<file path="config.mk">
export PLATFORM = sky130hd
export DESIGN_NAME = card_number_luhn_check_unit
export DESIGN_NICKNAME = d
export VERILOG_FILES = /design/src/rtl/cnlc_pkg.sv /design/src/rtl/card_number_luhn_check_unit.sv
export SDC_FILE = /design/constraint.sdc
export NUM_CORES = 2
export LEC_CHECK = 0
export BUFFER_PORTS_ARGS = -buffer_cell sky130_fd_sc_hd__buf_2
export CORE_MARGIN = 5
export CORE_UTILIZATION = 44
export CTS_BUF_LIST = sky130_fd_sc_hd__clkbuf_2 sky130_fd_sc_hd__clkbuf_4 sky130_fd_sc_hd__clkbuf_8
export CTS_CLUSTER_DIAMETER = 150
export CTS_CLUSTER_SIZE = 30
export DETAILED_ROUTE_END_ITERATION = 12
export PLACE_DENSITY = 0.65
export SKIP_LAST_GASP = 1
export SLEW_MARGIN = 20
export SYNTH_ARGS = -nofsm -noshare
export SYNTH_HDL_FRONTEND = slang
export SYNTH_SLANG_ARGS = --single-unit
</file>
<file path="constraint.sdc">
create_clock -name clk -period 14.5 [get_ports clk]
set_input_delay 1.45 -clock clk [delete_from_list [all_inputs] [get_ports clk]]
set_output_delay 1.45 -clock clk [all_outputs]
set_load 0.1 [all_outputs]
</file>
<file path="src/rtl/cnlc_pkg.sv">
package cnlc_pkg;

	localparam int CARD_W     = 54;
	localparam int BCD_DIGITS = 17;
	localparam int BCD_W      = 4 * BCD_DIGITS;
	localparam int DD_STEP    = 6;
	localparam int DD_STAGES  = CARD_W / DD_STEP;
	localparam int SUM_W      = 8;
	localparam int COUNT_W    = 5;

	typedef enum logic [1:0] {
		BRAND_UNKNOWN = 2'd0,
		BRAND_PFX3    = 2'd1,
		BRAND_PFX4    = 2'd2,
		BRAND_PFX5    = 2'd3
	} brand_t;

	localparam logic [COUNT_W-1:0] LEN_PFX3   = 5'd15;
	localparam logic [COUNT_W-1:0] LEN_SHORT  = 5'd13;
	localparam logic [COUNT_W-1:0] LEN_LONG   = 5'd16;

endpackage

</file>
<file path="src/rtl/card_number_luhn_check_unit.sv">
// Luhn check of a card number with brand class from length and prefix.
//
// Input: drive card_number and raise start; the number is transferred at a
// rising edge where start is high and busy is low. busy is high only while
// reset is applied and for the first cycle after it; after that a number can
// be transferred at every edge.
//
// Output: luhn_sum, luhn_valid, digit_count and brand are shown for exactly
// one cycle with done high, and the transfer completes at the edge that ends
// that cycle. One result leaves per cycle, in input order.
//
// The pipeline starts with the binary to decimal converter: nine stages of six
// shift-and-correct steps each, followed by a digit weighting stage, a sum
// and brand stage, and a modulo-ten output stage.
//
// The receiver cannot hold results off; results are dropped if not taken.
// Reset clears every valid bit, so no result appears from a partly filled
// pipeline.
module card_number_luhn_check_unit #(
	parameter int MAX_DIGITS = 16
) (
	input  logic                           clk,
	input  logic                           arst_n,
	input  logic                           start,
	output logic                           busy,
	input  logic [cnlc_pkg::CARD_W-1:0]    card_number,
	output logic                           done,
	output logic [cnlc_pkg::SUM_W-1:0]     luhn_sum,
	output logic                           luhn_valid,
	output logic [cnlc_pkg::COUNT_W-1:0]   digit_count,
	output logic [1:0]                     brand
);
	import cnlc_pkg::*;

	localparam int KD    = (MAX_DIGITS < BCD_DIGITS) ? MAX_DIGITS : BCD_DIGITS;
	localparam int NPAIR = (KD + 1) / 2;
	localparam int LAT   = DD_STAGES + 3;

	function automatic logic [BCD_W-1:0] dd_step(input logic [BCD_W-1:0] bcd,
			input logic [DD_STEP-1:0] bits);
		logic [BCD_W-1:0] b;
		b = bcd;
		for (int s = DD_STEP - 1; s >= 0; s--) begin
			for (int d = 0; d < BCD_DIGITS; d++) begin
				if (b[4*d +: 4] >= 4'd5)
					b[4*d +: 4] = b[4*d +: 4] + 4'd3;
			end
			b = {b[BCD_W-2:0], bits[s]};
		end
		return b;
	endfunction

	function automatic logic mod10_zero(input logic [SUM_W-1:0] s);
		logic r;
		r = 1'b0;
		for (int m = 0; m * 10 < (1 << SUM_W); m++) begin
			if (s == SUM_W'(m * 10))
				r = 1'b1;
		end
		return r;
	endfunction

	logic busy_q;
	logic accept;
	logic [LAT:1] vld_s;

	always_ff @(posedge clk or negedge arst_n) begin
		if (!arst_n)
			busy_q <= 1'b1;
		else
			busy_q <= 1'b0;
	end

	assign busy   = busy_q;
	assign accept = start && !busy_q;

	always_ff @(posedge clk or negedge arst_n) begin
		if (!arst_n)
			vld_s <= '0;
		else
			vld_s <= {vld_s[LAT-1:1], accept};
	end

	// binary to decimal conversion, six bits per stage
	logic [BCD_W-1:0]  conv_bcd_s [1:DD_STAGES];
	logic [CARD_W-1:0] conv_rem_s [1:DD_STAGES-1];

	always_ff @(posedge clk) begin
		conv_bcd_s[1] <= dd_step('0, card_number[CARD_W-1 -: DD_STEP]);
		conv_rem_s[1] <= card_number << DD_STEP;
	end

	for (genvar k = 2; k <= DD_STAGES; k++) begin : g_conv
		always_ff @(posedge clk) begin
			conv_bcd_s[k] <= dd_step(conv_bcd_s[k-1],
				conv_rem_s[k-1][CARD_W-1 -: DD_STEP]);
		end
		if (k < DD_STAGES) begin : g_rem
			always_ff @(posedge clk) begin
				conv_rem_s[k] <= conv_rem_s[k-1] << DD_STEP;
			end
		end
	end

	// digit weighting, pair sums, length and leading digits
	logic [3:0]         dg [KD];
	logic [3:0]         wt [KD];
	logic [4:0]         psum [NPAIR];
	logic [COUNT_W-1:0] cnt_c;
	logic [3:0]         top_c;
	logic [3:0]         nxt_c;

	always_comb begin
		logic [4:0] d2;
		d2 = '0;
		for (int i = 0; i < KD; i++) begin
			dg[i] = conv_bcd_s[DD_STAGES][4*i +: 4];
			if (i % 2 == 1) begin
				d2 = {dg[i], 1'b0};
				if (d2 > 5'd9)
					d2 = d2 - 5'd9;
				wt[i] = d2[3:0];
			end else begin
				wt[i] = dg[i];
			end
		end
		for (int j = 0; j < NPAIR; j++) begin
			if (2 * j + 1 < KD)
				psum[j] = {1'b0, wt[2*j]} + {1'b0, wt[2*j+1]};
			else
				psum[j] = {1'b0, wt[2*j]};
		end
		cnt_c = '0;
		top_c = '0;
		nxt_c = '0;
		for (int i = 0; i < KD; i++) begin
			if (dg[i] != 4'd0) begin
				cnt_c = COUNT_W'(i + 1);
				top_c = dg[i];
				nxt_c = (i >= 1) ? dg[(i >= 1) ? i - 1 : 0] : 4'd0;
			end
		end
	end

	logic [4:0]         psum_s10 [NPAIR];
	logic [COUNT_W-1:0] cnt_s10;
	logic [3:0]         top_s10;
	logic [3:0]         nxt_s10;

	always_ff @(posedge clk) begin
		psum_s10 <= psum;
		cnt_s10  <= cnt_c;
		top_s10  <= top_c;
		nxt_s10  <= nxt_c;
	end

	// total and brand class
	logic [SUM_W-1:0] sum_c;
	brand_t           brand_c;

	always_comb begin
		sum_c = '0;
		for (int j = 0; j < NPAIR; j++)
			sum_c = sum_c + SUM_W'(psum_s10[j]);
		brand_c = BRAND_UNKNOWN;
		if (cnt_s10 >= 5'd2) begin
			if (cnt_s10 == LEN_PFX3 && top_s10 == 4'd3 &&
					(nxt_s10 == 4'd4 || nxt_s10 == 4'd7))
				brand_c = BRAND_PFX3;
			else if ((cnt_s10 == LEN_SHORT || cnt_s10 == LEN_LONG) && top_s10 == 4'd4)
				brand_c = BRAND_PFX4;
			else if (cnt_s10 == LEN_LONG && top_s10 == 4'd5 &&
					nxt_s10 >= 4'd1 && nxt_s10 <= 4'd5)
				brand_c = BRAND_PFX5;
		end
	end

	logic [SUM_W-1:0]   sum_s11;
	logic [COUNT_W-1:0] cnt_s11;
	brand_t             brand_s11;

	always_ff @(posedge clk) begin
		sum_s11   <= sum_c;
		cnt_s11   <= cnt_s10;
		brand_s11 <= brand_c;
	end

	// output register
	logic [SUM_W-1:0]   sum_s12;
	logic               valid_s12;
	logic [COUNT_W-1:0] cnt_s12;
	brand_t             brand_s12;

	always_ff @(posedge clk) begin
		sum_s12   <= sum_s11;
		valid_s12 <= mod10_zero(sum_s11);
		cnt_s12   <= cnt_s11;
		brand_s12 <= brand_s11;
	end

	assign done        = vld_s[LAT];
	assign luhn_sum    = sum_s12;
	assign luhn_valid  = valid_s12;
	assign digit_count = cnt_s12;
	assign brand       = brand_s12;

	ast_latency: assert property (@(posedge clk) disable iff (!arst_n)
		start && !busy |-> ##12 done)
		else $error("transfer did not produce a result after the pipeline latency");

	ast_count_range: assert property (@(posedge clk) disable iff (!arst_n)
		done |-> digit_count <= COUNT_W'(KD))
		else $error("digit count above the kept digit slots");

	ast_brand_len: assert property (@(posedge clk) disable iff (!arst_n)
		done && brand != BRAND_UNKNOWN |->
			digit_count == LEN_PFX3 || digit_count == LEN_SHORT || digit_count == LEN_LONG)
		else $error("brand class with an impossible length");

	ast_zero: assert property (@(posedge clk) disable iff (!arst_n)
		done && digit_count == '0 |-> luhn_sum == '0 && brand == BRAND_UNKNOWN)
		else $error("zero number gave a nonzero sum or a brand");

	ast_sum_range: assert property (@(posedge clk) disable iff (!arst_n)
		done |-> luhn_sum <= SUM_W'(9 * KD))
		else $error("sum above the largest weighted digit total");

endmodule
</file>
== Yosys cells after proc, flatten, opt, wreduce, memory -nomap -nowiden ==
Memories as Yosys holds them, arrays and structs flattened.
Cells that the tools add are included.

* Flip-flop bits (word level): 97
* Bits in writable memories: 996
* Logic and storage cells: 2635
* Memories kept: 2

{| class="wikitable"
|+ Memories
! name !! depth !! bits a word !! read ports !! clocked after memory_dff !! write ports !! RTL line !! RTL
|-
| conv_bcd_s || 9 || 68 || 9 || 0 || 9 || card_number_luhn_check_unit.sv:85 || <nowiki>logic [BCD_W-1:0] conv_bcd_s [1:DD_STAGES];</nowiki>
|-
| conv_rem_s || 8 || 48 || 8 || 0 || 8 || card_number_luhn_check_unit.sv:86 || <nowiki>logic [CARD_W-1:0] conv_rem_s [1:DD_STAGES-1];</nowiki>
|}

* Add/subtract/negate cells: 842
* Order comparisons: 830
* Equality and inequality tests: 33
* Multiplexer cells: 877
* Bitwise gates (word level): 1
* Reductions and logical operators: 29

{| class="wikitable"
|+ Operator list
! kind !! number
|-
| $ge A4 B3 Y1 const B || 818
|-
| $mux W4 || 810
|-
| $add A4 B2 Y4 const B || 770
|-
| $add A3 B2 Y3 const B || 48
|-
| $mux W3 || 48
|-
| $eq A8 B8 Y1 const B || 13
|-
| $mux W5 || 14
|-
| $reduce_bool A4 Y1 || 16
|-
| $eq A8 B7 Y1 const B || 6
|-
| $add A4 B4 Y5 || 8
|-
| $gt A5 B4 Y1 const B || 8
|-
| $add A8 B5 Y8 || 4
|-
| $sub A4 B4 Y4 const B || 8
|-
| $reduce_or A25 Y1 || 1
|-
| $eq A8 B6 Y1 const B || 3
|-
| $eq A4 B3 Y1 const B || 4
|-
| $eq A8 B5 Y1 const B || 2
|-
| $eq A5 B4 Y1 const B || 2
|-
| $add A7 B5 Y8 || 1
|-
| $eq A8 B4 Y1 const B || 1
|-
| $logic_not A8 Y1 || 1
|-
| $add A6 B5 Y7 || 1
|-
| $logic_and A1 B1 Y1 || 7
|-
| $add A5 B5 Y6 || 1
|-
| other kinds (13) || 17
|}

== Depth between registers and ports, before layout ==
An unclocked memory read counts as a cell.

* Depth after elaboration: 18
* Mapped depth: 29
* Depth with buffers taken out: 29

== Worst setup path before layout ==
Ideal clock, no wire load.

* Path type: reg-to-reg
* Start: register, netlist name conv_bcd_s[0][360]
* End: register, netlist name conv_bcd_s[0][431]
* Arrival: 4791 ps
* Data required time: 14379 ps
* Slack: 9589 ps
* Stages on the path, launching flop included: 25
* Buffers on the path: 1
* Path through: dfxtp_1 -> inv_1 -> ha_1 -> nand2b_2 -> a21oi_4 -> mux2i_1 -> clkbuf_1 -> nor2_1 -> a21oi_1 -> ha_1 -> inv_1 -> maj3_1 -> o22a_1 -> mux2i_1 -> inv_1 -> ha_1 -> o21ai_0 -> nand2_1 -> mux2i_1 -> ha_1 -> inv_1 -> a21bo_2 -> a31o_2 -> nand2_1 -> mux2_2

==> metrics.md <==
| Metric | Value |
|---|---|
| Vias/cell | 5.67 |
| Fin. Hold Viols | 0 |
| Async set-reset flop share out of synthesis | under 10% |
| Initial core utilization | about 44% |
| Hpwl dp | between 90 and 100 mm |
| DR iter-0 viols | about 3300 |
| RSZ-0062 raised after global routing | no |
| Worst-path clk slew | approximately 0.16 ns |
| GRT overflow | 0 |
| Area of the core | ~150000 sq um |
| Tcrit/Tclk final | 40.1% |
| Met1 usage | between 20% and 30% |
| Mean Syn Cell Area | 7.62 sq um |
| Htree depth | 1 |
| Clock Latency Late Sink | roughly 0.82 ns |
| Cts hold-fix bufs | 0 |
| Hold Crit Class | flip-flop to flip-flop |
| Post-Synth Simple-Gate Area | roughly 18% |
| Synth Cell Area | 66200 sq um |
| Mux cell area share after synthesis | under 10% |
| DRC | 0 |
| Most used DFF post-synth | dfxtp_1 |
| GPL Wtd Cong | 0.836 |
| CTS root buf | clkbuf_8 |
| Port-buffer cells | 74 |
| Area share of xor/xnor cells in the synthesized design | 7.55% |
| Antenna Nets Post-Route | 0 |
| CP Data Arrival Time | 6.52 ns |
| Drt pass-1 iters | 6 |
| Synth warn | 0 |
| Total GRT Usage | 15.4% |
| Setup TNS | 0 ns |
| Syn nets | ~9000 |
| Fmax | ~0.17 GHz |
| Vias in the first global route | around 54000 |
| Endpoints failing setup | 0 |
| Synth Area in Compound Gates | around 33% |
| Largest net degree at the start of global routing | 32 |
| Largest family of logic cells by synthesized area | compound AO/OA/AOI/OAI gates |
| Status | finished clean |
| Layout area overhead | 4.30% |
| Final Slew Violations | 0 |
| Sequential share of the synthesized area | about a fifth |
| Clock Tree Buf Depth | 3 |
| Max FO, Critical Path | 14 |
| Vias | between 60000 and 70000 |
| Synth unique cells | between 100 and 150 |
| Layout cell share with drive strength beyond 1 | under 10% |
| I/O pin count | 75 |
| Cells after synthesis | roughly 8700 |
| Die Height | between 300 and 400 um |
| Startpoint Class | flip-flop |
| CTS tree | built |
| Max-Cap Viols | 0 |
| Routed wire per std cell | ~12 um |
| Adder-cell area share of the yosys netlist | about a tenth |
| Num CTS Buffers | 30 |
| Fill cells | approximately 15000 |
| Post-CTS setup buffer count | 0 |
| Initial antenna violation count | 1 |
| Total Nets Final | about 9100 |
| EDFF count, synth | 0 |
| Global routing usage on met2 | ~27% |
| First-pass GRT wire length | 229 mm |
| Met3 Track Usage GR | around 1.1% |
| #FFs+latches synth | 657 |
| Total wire length | between 100 and 150 mm |
| Slew headroom | between 30% and 40% |
| Actual slew at the worst max-slew pin | between 1 and 1.5 ns |
| Die area | roughly 160000 sq um |
| WS Path Type | flip-flop to flip-flop |
| Die W | 398 um |
| Critical Path RT | ~15 ns |
| Worst Skew | 0.0742 ns |
| CTS sink count | about 660 |
| Row count | about 140 |
| Min Tclk post-route | just under 6 ns |
| GRT Max-Usage Layer | met2 |
| Post-CTS Resized | 0 |
| Endpoint class of the critical path | flip-flop |
==> worst max-delay path: stages (launching register included) <==
cell      delay [ns]
dfxtp_1         0.57
inv_1           0.17
ha_1            0.33
nor2b_1         0.18
nor3_1          0.13
a21oi_1         0.13
inv_1           0.12
ha_1            0.16
inv_1           0.04
a21o_1          0.15
a31oi_1         0.41
inv_1           0.10
ha_1            0.22
o21a_1          0.19
o32ai_2         0.70
nand2b_1        0.25
mux2_2          0.33
ha_1            0.21
maj3_1          0.34
a221oi_1        0.27
nor2_1          0.06
a21oi_1         0.21
nor2b_1         0.22
nor2_1          0.08
xnor2_1         0.12
==> Yosys cell counts, types with 39 or more instances <==
library cell	count	share of area [%]
nor2_1	755	4.3
a21oi_1	778	5.9
nand3_1	129	0.98
nand2_1	690	3.9
a21o_1	146	1.7
nor2b_1	96	0.91
a21oi_2	87	1.2
o21ai_1	192	1.5
or2_2	40	0.38
mux2_2	158	2.7
nor3_1	187	1.4
a211oi_1	121	1.4
o21ai_0	572	4.3
inv_1	595	3.4
xor2_1	108	1.4
dfxtp_1	644	19
o31ai_1	65	0.74
nor3b_1	115	1.3
ha_1	431	8.1
xnor2_1	273	3.6
o22ai_1	106	1.0
and2_1	79	0.75
o211ai_1	118	1.3
and3_1	45	0.43
o221ai_1	39	0.52
a22oi_1	47	0.53
a31o_2	64	0.85
a31oi_1	229	2.2
xnor2_2	72	1.8
clkbuf_1	166	0.94
mux2i_1	211	3.2
inv_2	66	0.37
o21bai_1	60	0.68
nand2b_1	186	1.8
o21a_1	85	0.96
==> cells by family (layout without fill, tap and decap cells) <==
family	count (synthesis)	after routing
compound gates	3259	3259
simple gates	2523	2523
mux	396	396
xor+xnor	479	479
other cells	1	2
fa+ha+maj	498	498
flops	657	657
buf+inv	872	798
==> cell type report <==
| type | count | area (sq um) | area share, % |
|---|---|---|---|
| Multi-Input combinational cell | 7156 | 49700 | 71.9 |
| Sequential cell | 657 | 13200 | 19.2 |
| Tap cell | 2016 | 2520 | 3.66 |
| Inverter | 664 | 2490 | 3.61 |
| Timing Repair Buffer | 86 | 460 | 0.667 |
| Clock buffer | 34 | 449 | 0.651 |
| Clock inverter | 14 | 214 | 0.310 |
| Antenna cell | 1 | 2.50 | 0.00363 |
==> state kept, by name (all words and copies together), names as in the netlist <==
| signal | flops |
|---|---|
| cnt_s10 | 5 |
| cnt_s11 | 5 |
| conv_bcd_s | 344 |
| digit_count | 5 |
| sum_s11 | 8 |
| brand | 2 |
| psum_s10 | 40 |
| busy | 1 |
| conv_rem_s | 216 |
| luhn_valid | 1 |
| top_s10 | 4 |
| brand_s11 | 2 |
| nxt_s10 | 4 |
| luhn_sum | 8 |
| vld_s | 12 |
==> routing by layer <==
layer | up-vias | share of wire, %
met3 | 76 | 2.7
met2 | 807 | 47
li1 | 31683 | -
met1 | 27643 | 50
met4 | 0 | 1.0
met5 | - | 0
==> final timing paths <==
| kind | from | endpoint | slack [ns] | cells past startpoint |
|---|---|---|---|---|
| max | conv_bcd_s[0][340]$_DFF_P_ | conv_bcd_s[0][416]$_DFF_P_ | 8.69 | 24 |
| min | conv_rem_s[0][125]$_DFF_P_ | conv_rem_s[0][179]$_DFF_P_ | 0.32 | 0 |
| max reg2reg | conv_bcd_s[0][340]$_DFF_P_ | conv_bcd_s[0][416]$_DFF_P_ | 8.69 | 24 |
| min reg2reg | conv_rem_s[0][125]$_DFF_P_ | conv_rem_s[0][179]$_DFF_P_ | 0.32 | 0 |
| max in group asynchronous | arst_n | busy$_DFF_PN1_ | 13.74 | 1 |
| min in group asynchronous | arst_n | vld_s[3]$_DFF_PN0_ | 0.48 | 1 |
==> layout by cell type, fill, tap and decap left out, types with 115 or more instances in the layout <==
cell,synthesis,routed
nand3_1,129,129
o211ai_1,118,118
nand2b_1,186,186
nor3b_1,115,115
nor2_1,755,755
a21oi_1,778,778
mux2i_1,211,209
xnor2_1,273,273
a211oi_1,121,121
a21o_1,146,146
mux2_2,158,158
inv_1,595,595
nand2_1,690,690
nor3_1,187,187
ha_1,431,431
o21ai_1,192,192
dfxtp_1,644,644
o21ai_0,572,572
a31oi_1,229,227
==> metrics by stage <==
stage / setup slack, ns / instance area, sq um / util (%) / hold WS [ns] / instances
2_1_floorplan: 9.59 / 66200 / - / 0.310 / 8685
3_3_place_gp: 8.80 / 68300 / 45.7 / 0.310 / 10579
3_5_place_dp: 8.78 / 68300 / 45.7 / 0.312 / 10579
4_1_cts: 8.75 / 69000 / 46.1 / 0.326 / 10627
5_1_grt: 8.02 / 69000 / 46.1 / 0.331 / 10628
6_report: 8.69 / 69000 / 46.1 / 0.323 / 10628
Power is left out: the tool's default activity adds up to more than one toggle a clock period on the data nets, which glitch-free logic cannot reach.
